$ cat config.mk
export PLATFORM = sky130hd
export DESIGN_NAME = three_channel_boxcar_monitor_top
export DESIGN_NICKNAME = d
export VERILOG_FILES = /design/src/rtl/core/bcm_pkg.sv /design/src/rtl/core/bcm_window.sv /design/src/rtl/core/three_channel_boxcar_monitor_top.sv
export VERILOG_INCLUDE_DIRS = /design/src /design/src/rtl/core
export SDC_FILE = /design/constraint.sdc
export NUM_CORES = 2
export LEC_CHECK = 0
export BUFFER_PORTS_ARGS = -buffer_cell sky130_fd_sc_hd__buf_2
export CAP_MARGIN = 25
export CORE_ASPECT_RATIO = 0.8
export CORE_MARGIN = 2
export CORE_UTILIZATION = 65
export CTS_CLUSTER_SIZE = 20
export DETAILED_ROUTE_END_ITERATION = 8
export GPL_ROUTABILITY_DRIVEN = 0
export MAX_ROUTING_LAYER = met4
export PLACE_DENSITY_LB_ADDON = 0.08
export SKIP_LAST_GASP = 1
export SLEW_MARGIN = 40
export SYNTH_ARGS = -nofsm -noshare
export SYNTH_HDL_FRONTEND = slang
export SYNTH_HIERARCHICAL = 1
export SYNTH_SLANG_ARGS = --single-unit
$ cat constraint.sdc
create_clock -name clk_i -period 17.3 [get_ports clk_i]
set_input_delay 0.865 -clock clk_i [delete_from_list [all_inputs] [get_ports clk_i]]
set_output_delay 0.865 -clock clk_i [all_outputs]
set_load 0.1 [all_outputs]
$ cat src/rtl/core/three_channel_boxcar_monitor_top_defines.svh
// Assertion macros for the three-channel boxcar monitor.
// Expects clk_i and rst_ni in the scope of the including module.
`ifndef THREE_CHANNEL_BOXCAR_MONITOR_TOP_DEFINES_SVH
`define THREE_CHANNEL_BOXCAR_MONITOR_TOP_DEFINES_SVH

`define BCM_ASSERT_ALWAYS(lbl, expr, msg) \
  lbl: assert property (@(posedge clk_i) disable iff (!rst_ni) (expr)) else $error(msg);

`define BCM_ASSERT_NEXT(lbl, pre, post, msg) \
  lbl: assert property (@(posedge clk_i) disable iff (!rst_ni) (pre) |=> (post)) \
    else $error(msg);

`endif

$ cat src/rtl/core/bcm_pkg.sv
// Shared widths, register map and reset values for the boxcar monitor.
// No dependencies; used by bcm_window, the top level and the simulation files.
package bcm_pkg;

  localparam int SAMPLE_W  = 12;
  localparam int GAIN_C_W  = 16;
  localparam int GAIN_V_W  = 6;
  localparam int OFFSET_W  = 12;
  localparam int CUR_W     = 12;
  localparam int VOLT_W    = 18;
  localparam int TEMP_W    = 13;
  localparam int APB_AW    = 4;
  localparam int APB_DW    = 32;
  localparam int REG_IDX_W = 2;

  localparam logic [REG_IDX_W-1:0] RegCurrentGain = 2'd0;
  localparam logic [REG_IDX_W-1:0] RegVoltageGain = 2'd1;
  localparam logic [REG_IDX_W-1:0] RegTempOffset  = 2'd2;

  localparam logic [GAIN_C_W-1:0] GAIN_C_RST = 16'd27223;
  localparam logic [GAIN_V_W-1:0] GAIN_V_RST = 6'd11;
  localparam logic [OFFSET_W-1:0] OFFSET_RST = 12'd500;

endpackage

$ cat src/rtl/core/bcm_window.sv
// One channel of sample history: ring memory, per-entry valid bits and running sum.
// Depends on bcm_pkg; instantiated once per channel by the top level.
module bcm_window #(
  parameter int WINDOW_LEN = 16
) (
  input  logic                                             clk_i,
  input  logic                                             rst_ni,
  input  logic                                             wr_en_i,
  input  logic [$clog2(WINDOW_LEN)-1:0]                    pos_i,
  input  logic [$clog2(WINDOW_LEN)-1:0]                    pos_nxt_i,
  input  logic [bcm_pkg::SAMPLE_W-1:0]                     sample_i,
  output logic [bcm_pkg::SAMPLE_W+$clog2(WINDOW_LEN)-1:0]  sum_o
);

  localparam int SUM_W = bcm_pkg::SAMPLE_W + $clog2(WINDOW_LEN);

  logic [bcm_pkg::SAMPLE_W-1:0] mem_q [WINDOW_LEN];
  logic [bcm_pkg::SAMPLE_W-1:0] rd_q;
  logic [bcm_pkg::SAMPLE_W-1:0] old_smp;
  logic [WINDOW_LEN-1:0]        vld_q;
  logic [SUM_W-1:0]             sum_q;
  logic [SUM_W-1:0]             sum_d;

  // prefetch the entry at the next write position
  always_ff @(posedge clk_i) begin
    if (wr_en_i) begin
      mem_q[pos_i] <= sample_i;
    end
    rd_q <= mem_q[pos_nxt_i];
  end

  always_ff @(posedge clk_i or negedge rst_ni) begin
    if (!rst_ni) begin
      vld_q <= '0;
      sum_q <= '0;
    end else if (wr_en_i) begin
      vld_q[pos_i] <= 1'b1;
      sum_q        <= sum_d;
    end
  end

  always_comb begin
    old_smp = vld_q[pos_i] ? rd_q : '0;
    sum_d   = sum_q - SUM_W'(old_smp) + SUM_W'(sample_i);
  end

  assign sum_o = sum_q;

endmodule

$ cat src/rtl/core/three_channel_boxcar_monitor_top.sv
// Three-channel boxcar monitor: current, supply voltage and temperature.
//
// Input stream (s_axis): one request carries a 12-bit mV sample per channel.
// Output stream (m_axis): one result per request with the boxcar averages over
// the last WINDOW_LEN samples and the newest samples, converted to mA, supply mV
// and tenths of a degree. Averages always divide by WINDOW_LEN; history entries
// not yet written count as zero.
// APB port: current gain (Q0.16) at 0x0, voltage gain at 0x4, temperature
// offset at 0x8. Write registers only while the block is idle.
// Pipeline: a result passes three registers after its request is accepted:
// running-sum update, reciprocal multiply for the average, unit conversion.
// Throughput: one request per cycle while m_axis does not stall, bounded by the
// per-channel ring read-modify-write, which completes in the accepting cycle.
// Reset clears history, sums, pipeline and loads default gains and offset.
// When m_axis stalls, the three stages fill and s_axis_tready drops only when
// all of them hold data. Depends on bcm_pkg, bcm_window and the defines header.
`include "three_channel_boxcar_monitor_top_defines.svh"

module three_channel_boxcar_monitor_top #(
  parameter int WINDOW_LEN = 16
) (
  input  logic                         clk_i,
  input  logic                         rst_ni,
  input  logic                         s_axis_tvalid,
  output logic                         s_axis_tready,
  // current_sample_mv, voltage_sample_mv, temp_sample_mv, zero pad
  input  logic [39:0]                  s_axis_tdata,
  output logic                         m_axis_tvalid,
  input  logic                         m_axis_tready,
  // avg_current_ma, avg_voltage_mv, avg_temp_decidegrees, last_current_ma,
  // last_voltage_mv, last_temp_decidegrees, zero pad
  output logic [87:0]                  m_axis_tdata,
  input  logic                         psel,
  input  logic                         penable,
  input  logic                         pwrite,
  input  logic [bcm_pkg::APB_AW-1:0]   paddr,
  input  logic [bcm_pkg::APB_DW-1:0]   pwdata,
  output logic [bcm_pkg::APB_DW-1:0]   prdata,
  output logic                         pready
);

  localparam int SW      = bcm_pkg::SAMPLE_W;
  localparam int POS_W   = $clog2(WINDOW_LEN);
  localparam int SUM_W   = SW + POS_W;
  localparam int DIV_SH  = SUM_W + POS_W;
  localparam int RECIP_W = SUM_W + 1;
  localparam int PROD_W  = SUM_W + RECIP_W;
  localparam logic [RECIP_W-1:0] RECIP =
    RECIP_W'(((64'd1 << DIV_SH) + 64'(WINDOW_LEN) - 64'd1) / 64'(WINDOW_LEN));
  localparam logic [POS_W-1:0] POS_LAST = POS_W'(WINDOW_LEN - 1);

  // configuration
  logic [bcm_pkg::GAIN_C_W-1:0]  gain_c_q;
  logic [bcm_pkg::GAIN_V_W-1:0]  gain_v_q;
  logic [bcm_pkg::OFFSET_W-1:0]  offset_q;
  logic [bcm_pkg::REG_IDX_W-1:0] reg_idx;
  logic                          cfg_wr;

  // pipeline
  logic             s_acc;
  logic             out_rdy, s2_rdy, s1_rdy;
  logic             s1_v_q, s2_v_q, out_v_q;
  logic [POS_W-1:0] pos_q, pos_nxt;
  logic [SW-1:0]    in_smp [3];
  logic [SUM_W-1:0] sum [3];
  logic [SW-1:0]    s1_smp_q [3];
  logic [SW-1:0]    avg_d [3];
  logic [SW-1:0]    s2_avg_q [3];
  logic [SW-1:0]    s2_smp_q [3];
  logic [87:0]      out_d, out_q;

  function automatic logic [bcm_pkg::CUR_W-1:0] conv_cur(
    input logic [SW-1:0] x, input logic [bcm_pkg::GAIN_C_W-1:0] g);
    logic [SW+bcm_pkg::GAIN_C_W-1:0] p;
    p = (SW+bcm_pkg::GAIN_C_W)'(x) * (SW+bcm_pkg::GAIN_C_W)'(g);
    return p[bcm_pkg::GAIN_C_W +: bcm_pkg::CUR_W];
  endfunction

  function automatic logic [bcm_pkg::VOLT_W-1:0] conv_volt(
    input logic [SW-1:0] x, input logic [bcm_pkg::GAIN_V_W-1:0] g);
    return bcm_pkg::VOLT_W'(x) * bcm_pkg::VOLT_W'(g);
  endfunction

  function automatic logic [bcm_pkg::TEMP_W-1:0] conv_temp(
    input logic [SW-1:0] x, input logic [bcm_pkg::OFFSET_W-1:0] off);
    return bcm_pkg::TEMP_W'(x) - bcm_pkg::TEMP_W'(off);
  endfunction

  // APB registers
  assign pready  = 1'b1;
  assign reg_idx = paddr[bcm_pkg::APB_AW-1:2];
  assign cfg_wr  = psel && penable && pwrite;

  always_ff @(posedge clk_i or negedge rst_ni) begin
    if (!rst_ni) begin
      gain_c_q <= bcm_pkg::GAIN_C_RST;
      gain_v_q <= bcm_pkg::GAIN_V_RST;
      offset_q <= bcm_pkg::OFFSET_RST;
    end else if (cfg_wr) begin
      case (reg_idx)
        bcm_pkg::RegCurrentGain: gain_c_q <= pwdata[bcm_pkg::GAIN_C_W-1:0];
        bcm_pkg::RegVoltageGain: gain_v_q <= pwdata[bcm_pkg::GAIN_V_W-1:0];
        bcm_pkg::RegTempOffset:  offset_q <= pwdata[bcm_pkg::OFFSET_W-1:0];
        default: ;
      endcase
    end
  end

  always_comb begin
    case (reg_idx)
      bcm_pkg::RegCurrentGain: prdata = bcm_pkg::APB_DW'(gain_c_q);
      bcm_pkg::RegVoltageGain: prdata = bcm_pkg::APB_DW'(gain_v_q);
      bcm_pkg::RegTempOffset:  prdata = bcm_pkg::APB_DW'(offset_q);
      default:                 prdata = '0;
    endcase
  end

  // handshake and stage enables
  assign out_rdy       = !out_v_q || m_axis_tready;
  assign s2_rdy        = !s2_v_q || out_rdy;
  assign s1_rdy        = !s1_v_q || s2_rdy;
  assign s_axis_tready = s1_rdy;
  assign s_acc         = s_axis_tvalid && s1_rdy;

  assign in_smp[0] = s_axis_tdata[SW-1:0];
  assign in_smp[1] = s_axis_tdata[2*SW-1:SW];
  assign in_smp[2] = s_axis_tdata[3*SW-1:2*SW];

  assign pos_nxt = !s_acc ? pos_q : ((pos_q == POS_LAST) ? '0 : pos_q + 1'b1);

  always_ff @(posedge clk_i or negedge rst_ni) begin
    if (!rst_ni) begin
      pos_q   <= '0;
      s1_v_q  <= 1'b0;
      s2_v_q  <= 1'b0;
      out_v_q <= 1'b0;
    end else begin
      pos_q <= pos_nxt;
      if (s1_rdy) begin
        s1_v_q <= s_axis_tvalid;
      end
      if (s2_rdy) begin
        s2_v_q <= s1_v_q;
      end
      if (out_rdy) begin
        out_v_q <= s2_v_q;
      end
    end
  end

  for (genvar ch = 0; ch < 3; ch++) begin : g_chan
    bcm_window #(
      .WINDOW_LEN(WINDOW_LEN)
    ) u_window (
      .clk_i     (clk_i),
      .rst_ni    (rst_ni),
      .wr_en_i   (s_acc),
      .pos_i     (pos_q),
      .pos_nxt_i (pos_nxt),
      .sample_i  (in_smp[ch]),
      .sum_o     (sum[ch])
    );

    // divide by WINDOW_LEN via a rounded-up reciprocal that gives the exact quotient
    logic [PROD_W-1:0] prod;
    assign prod      = PROD_W'(sum[ch]) * PROD_W'(RECIP);
    assign avg_d[ch] = prod[DIV_SH +: SW];

    always_ff @(posedge clk_i) begin
      if (s_acc) begin
        s1_smp_q[ch] <= in_smp[ch];
      end
      if (s2_rdy && s1_v_q) begin
        s2_avg_q[ch] <= avg_d[ch];
        s2_smp_q[ch] <= s1_smp_q[ch];
      end
    end
  end

  assign out_d = {2'b00,
                  conv_temp(s2_smp_q[2], offset_q),
                  conv_volt(s2_smp_q[1], gain_v_q),
                  conv_cur(s2_smp_q[0], gain_c_q),
                  conv_temp(s2_avg_q[2], offset_q),
                  conv_volt(s2_avg_q[1], gain_v_q),
                  conv_cur(s2_avg_q[0], gain_c_q)};

  always_ff @(posedge clk_i) begin
    if (out_rdy && s2_v_q) begin
      out_q <= out_d;
    end
  end

  assign m_axis_tvalid = out_v_q;
  assign m_axis_tdata  = out_q;

  `BCM_ASSERT_ALWAYS(a_pos_range, pos_q <= POS_LAST, "write position out of range")
  `BCM_ASSERT_ALWAYS(a_stall_full, s_axis_tready || (s1_v_q && s2_v_q && out_v_q),
                     "input stalled with a free stage")
  `BCM_ASSERT_NEXT(a_acc_fills, s_acc, s1_v_q, "accepted request lost at stage one")
  `BCM_ASSERT_NEXT(a_pos_adv, s_acc, pos_q == $past(pos_nxt), "position did not advance")
  `BCM_ASSERT_NEXT(a_pos_hold, !s_acc, $stable(pos_q), "position moved without a request")

endmodule

Yosys cells after proc, flatten, opt, wreduce, memory -nomap -nowiden
Memory sizes are Yosys's and may differ from the RTL's. A register that Yosys moved wholly into a read port is not among the register bits. Cells that the tools add are included.

Reductions and logical operators: 16. Order comparisons: 2. $mul: 4. Add/sub/neg operators: 9. Eq/ne operators: 3. Bitwise operators: 3. Multiplexer cells: 18.

Operators with widths (number): $mul 12x16->28 (2); $add 16x12->16 (3); $or 16x16->16 (3); $pmux 16 s3 (1); $sub 16x12->16 (3); $mul 12x6->18 (2); $mux 12 (3); $sub 12x12->13 (2); $bmux 1 s4 (3); $mux 1 (8); $mux 4 (2); $logic_and 1x1->1 (6); $reduce_and 2->1 (3); $lt 4x5->1 const B (1); $add 4x1->4 const B (1); $demux 1 s4 (1); $eq 4x4->1 const B (1); $ge 4x1->1 const B (1); $logic_not 1->1 (3); $logic_or 1x1->1 (3); $eq 2x1->1 const B (1); $eq 2x2->1 const B (1); $logic_not 2->1 (1).

Output and inout port bits: 123. Register bits: 223. Memories kept: 6. RAM bits: 684. Logic and storage cells: 75. Bits of input ports: 83.

Memory list: g_chan[0].u_window.mem_q (depth 16, width 12, rd ports 1, clocked after Yosys merged registers in 1, wr ports 1, line bcm_window.sv:17) `logic [bcm_pkg::SAMPLE_W-1:0] mem_q [WINDOW_LEN];`; g_chan[1].u_window.mem_q (depth 16, width 12, rd ports 1, clocked after Yosys merged registers in 1, wr ports 1, line bcm_window.sv:17); g_chan[2].u_window.mem_q (depth 16, width 12, rd ports 1, clocked after Yosys merged registers in 1, wr ports 1, line bcm_window.sv:17); s1_smp_q (depth 3, width 12, rd ports 3, clocked after Yosys merged registers in 0, wr ports 3, line three_channel_boxcar_monitor_top.sv:66) `logic [SW-1:0] s1_smp_q [3];`; s2_avg_q (depth 3, width 12, rd ports 3, clocked after Yosys merged registers in 0, wr ports 3, line three_channel_boxcar_monitor_top.sv:68) `logic [SW-1:0] s2_avg_q [3];`; s2_smp_q (depth 3, width 12, rd ports 3, clocked after Yosys merged registers in 0, wr ports 3, line three_channel_boxcar_monitor_top.sv:69) `logic [SW-1:0] s2_smp_q [3];`.

Depth between registers and ports, before layout
Word-level depth: 7. Depth in mapped cells: 22. Depth with buffers taken out: 20.

Hierarchy
The synthesis kept the hierarchy.

By module, submodules not included: three_channel_boxcar_monitor_top (cells an instance 2325, area each 24141.9 um2, seq. area each 6874.1 um2, times used 1); bcm_window at g_chan[0].u_window ... (cells an instance 551, area each 9922.0 um2, seq. area each 6806.5 um2, times used 2); bcm_window at g_chan[2].u_window (cells an instance 559, area each 9968.3 um2, seq. area each 6806.5 um2, times used 1).

Least setup slack after synthesis
Ideal clock, no wire load.

Kind: reg2reg. From: register gain_c_q[9] in the netlist's numbering. To: register out_q[9] (netlist: m_axis_tdata[9]) (data pin). Buffers on the path: 2. Stages on the path, launching flop included: 21. Library setup time: 258 ps. Arrival time: 5407 ps. Setup slack: 11635 ps. Data required time: 17042 ps. Clock period less this slack: 5665 ps. Cell sequence: dfstp_2 -> clkbuf_1 -> clkbuf_1 -> nand2_1 -> fa_1 -> inv_1 -> fa_1 -> fa_1 -> fa_1 -> inv_1 -> fa_1 -> inv_1 -> ha_1 -> and3_1 -> and4_1 -> a31oi_2 -> a21boi_2 -> o21a_1 -> a311o_2 -> a31oi_1 -> xnor2_1.

Cells in the longest elaborated chain, start to end: 1.

RTL lines: from (decl) (line three_channel_boxcar_monitor_top.sv:53) `logic [bcm_pkg::GAIN_C_W-1:0] gain_c_q;`; from (signal assigned) (line three_channel_boxcar_monitor_top.sv:96) `gain_c_q <= bcm_pkg::GAIN_C_RST;`; from (signal assigned) (line three_channel_boxcar_monitor_top.sv:101) `bcm_pkg::RegCurrentGain: gain_c_q <= pwdata[bcm_pkg::GAIN_C_W-1:0];`; $mul 12x16->28 (line three_channel_boxcar_monitor_top.sv:75) `p = (SW+bcm_pkg::GAIN_C_W)'(x) * (SW+bcm_pkg::GAIN_C_W)'(g);`; via out_d[9] (line three_channel_boxcar_monitor_top.sv:70) `logic [87:0] out_d, out_q;`; to (signal assigned) (line three_channel_boxcar_monitor_top.sv:190) `out_q <= out_d;`; to (decl) (line three_channel_boxcar_monitor_top.sv:70).

The timed path passes the listed nets, and every way through them passes these cells. A chain may end at the register's enable or synchronous reset.

Final worst setup path
From: register gain_c_q[11] in the netlist's numbering. To: register out_q[52] (netlist: m_axis_tdata[52]) (data pin).

The elaborated chain is that of the path after synthesis.

==> flow_summary_export.csv <==
group,metric,value,unit
run_status,status,"finished clean",
sta,fin_tns_setup,0,ps
synth,synth_edf_count,770,
synth,syn_inst,3986,
worst_setup_path,crit_slowest_cell,"dfstp_2",
cts,cts_tree,"done",
synth,synth.top_cell.area_share,42.86,%
sta,finalMaxSlewViolations,0,
placed_design,port_buffers,164,
cts,post_cts_buffers,0,
sta,min_period_over_period,38.23,%
routing,drtAntennaViolNets,0,
synth,syn_area,0.05395,mm^2
routing,wirelength,113100,um
routing,vias_per_cell,5.798,
floorplanning,ios,206,
cells_and_area,drive_gt1_share,17.07,%
floorplanning,fp.dieW,326.1,um
worst_setup_path,path_buf_inv,4,
synth,synthArstFlopShare,14.53,%
cts,clk_pin_slew_worst_paths,60,ps
global_routing,grt_pass1_wl,179600,um
floorplanning,num_rows,94,
cells_and_area,layout_commonest_cell,"edfxtp_1",
global_routing,grt_pass1_vias,31270,
worst_setup_path,critPathMaxStageDelay,710,ps
routing,vias,30980,
routing,firstDrtPassIters,5,
synth,netlist_top_cells_area,"edfxtp_1 43%, fa_1 15%, mux4_2 7.8%",
synth,ys_seq_area_share,50.59,%
worst_setup_path,cp_cell_sequence,"buf_4 > nand2_1 > fa_1 > fa_1 > inv_1 > fa_1 > fa_1 > inv_1 > fa_1 > inv_1 > ha_1 > a21oi_1 > o221ai_1 > a21oi_1 > o22ai_1 > nor3_1 > nor2_1 > a41oi_1 > xnor2_1",
worst_setup_path,path_delay_family,"adder cells",
hold_path,hold_path_class,"in -> async",
sta,relSlewSlack,44.02,%
routing,wl_per_cell,21.17,um
cts,htree_num_levels,3,
routing,drcViolationCount,0,
floorplanning,die-area,0.08534,mm^2
sta,rsz0062_at_grt,"false",
synth,synth_ff_type,"edfxtp_1",
cts,cts_resized,0,
global_routing,grt_usage,28.41,%
sta,finalSetupViolCount,0,
cells_and_area,final_cell_mix,"770 x edfxtp_1, 618 x inv_1, 446 x nand2_1, 398 x fa_1, 249 x ha_1",
floorplanning,initial_core_util,65.63,%
synth,ys_seq_elements,943,
worst_setup_path,startpoint_type,"flop",
global_routing,grt_overflow,0,
cts,clkLatencyLatePin,670,ps
sta,finalHoldViolCount,0,
routing,dr.first_iter.drc_count,2562,
floorplanning,coreArea,0.08221,mm^2
cts,clock_sinks,943,
sta,skew,63.05,ps
worst_setup_path,critPathMaxFanout,17,
synth,syn_avg_cell_area,13.54,um^2
cells_and_area,num-fill-cells,5463,
cts,numCtsBuffers,91,
cts,clock_path_buffers,3,
flow_run,drv_cap,0,
sta,period_minus_slack,6614,ps
global_routing,antenna_found_initial,5,
sta,fmax,0.1512,GHz
worst_setup_path,cp.arrival,6980,ps
cells_and_area,syn_to_final_growth,9.853,%
placed_design,hpwl,78090,um
cts,cts_hold_buf,0,
sta,worst_pin_slew,839.7,ps
worst_setup_path,required,17670,ps
synth,yosys.area.top_type,"edfxtp_1",
floorplanning,die_h,261.7,um
synth,yosysWarnings,6,
worst_setup_path,worst-setup-path-type,"reg -> reg",
cells_and_area,nNetsFinal,4889,
worst_setup_path,cp-end-kind,"flop",
worst_setup_path,crit_top_cell,"fa_1",
synth,ys_types,75,
cts,cts_root_buffer,"clkbuf_16",
global_routing,grt_max_degree,93,
synth_stat cells (10+ instances only):
cell / number
a211oi_1: 10
a21o_1: 31
a21oi_1: 99
and2_1: 180
and2_4: 30
and3_1: 11
buf_4: 19
clkbuf_1: 122
dfrtp_1: 119
dfstp_2: 18
dfxtp_1: 36
edfxtp_1: 770
fa_1: 398
ha_1: 249
inv_1: 618
mux2_2: 26
mux2i_1: 31
mux4_2: 186
nand2_1: 446
nand2b_1: 19
nand3_1: 18
nand3b_1: 13
nand4_1: 10
nor2_1: 92
nor2b_1: 10
nor3_1: 30
o21ai_0: 89
o21bai_1: 11
or2_2: 53
or3_1: 11
xnor2_1: 69
xor2_1: 28
flip-flops by register name, summed over array words and instances (netlist names), 36 cells and up:
signal,flops
m_axis_tdata,86
s1_smp_q,36
s2_smp_q,36
g_chan.u_window/mem_q,576
g_chan.u_window/sum_o,48
s2_avg_q,36
g_chan.u_window/vld_q,48
g_chan.u_window/rd_q,36
worst paths after layout:
check | cells after the start | slack [ps] | endpoint | startpoint
worst max-delay path | 19 | 10690 | m_axis_tdata[52] | gain_c_q[11]
worst min-delay path | 1 | 210 | gain_v_q[5] | rst_ni
worst max register to register | 19 | 10690 | m_axis_tdata[52] | gain_c_q[11]
min in group clk_i | 0 | 410 | s2_smp_q[0][27] | s1_smp_q[0][27]
max in group asynchronous | 3 | 15970 | pos_q[0] | rst_ni
worst min register to register | 0 | 410 | s2_smp_q[0][27] | s1_smp_q[0][27]
layout make-up:
| cell class | instances | area [um^2] | share of cell area [%] |
|---|---|---|---|
| inverter | 618 | 2320 | 3.914 |
| tap | 1104 | 1381 | 2.331 |
| sequential | 943 | 27300 | 46.06 |
| multi-input combinational | 2279 | 23860 | 40.26 |
| clock buffer | 125 | 2536 | 4.279 |
| antenna | 4 | 10.01 | 0.01689 |
| timing repair buffer | 226 | 1328 | 2.240 |
| clock inverter | 45 | 535.5 | 0.9035 |
logic make-up (layout without fill, tap and decap cells):
family          after synthesis  in the layout  share of synthesized area, %
compound gates              320            320                         3.697
fa+ha+maj                   647            647                         20.54
flops                       943            943                         50.59
other cells                   2             23                       0.01392
mux                         252            252                         9.320
buf+inv                     781           1014                         5.670
xor+xnor                     97             97                         1.575
simple gates                944            944                         8.597
stage by stage:
stage | cells | worst slack [ps] | instance area, um^2 | utilization (%) | hold slack (ps)
global route | 5344 | 10310 | 59270 | 72.10 | 262.4
floorplan | 4003 | 11630 | 54020 | - | 400.3
finish | 5344 | 10690 | 59270 | 72.10 | 209.2
detailed placement | 5169 | 10780 | 56160 | 68.31 | 404.5
CTS | 5339 | 10720 | 59230 | 72.05 | 230.0
global placement | 5169 | 10830 | 56070 | 68.20 | 401.2
per-layer routing:
metal | GRT usage (%) | up-vias | wire [um] | part of all wire, %
li1 | - | 13910 | - | -
met1 | 43.31 | 15720 | 50900 | 45
met2 | 40.66 | 1187 | 49840 | 44
met3 | 5.442 | 161 | 10320 | 9.1
met4 | 5.632 | 0 | 2049 | 1.8
met5 | - | - | 0 | 0
Power is left out: the tool's default activity adds up to more than one toggle a clock period on the data nets, which glitch-free logic cannot reach.
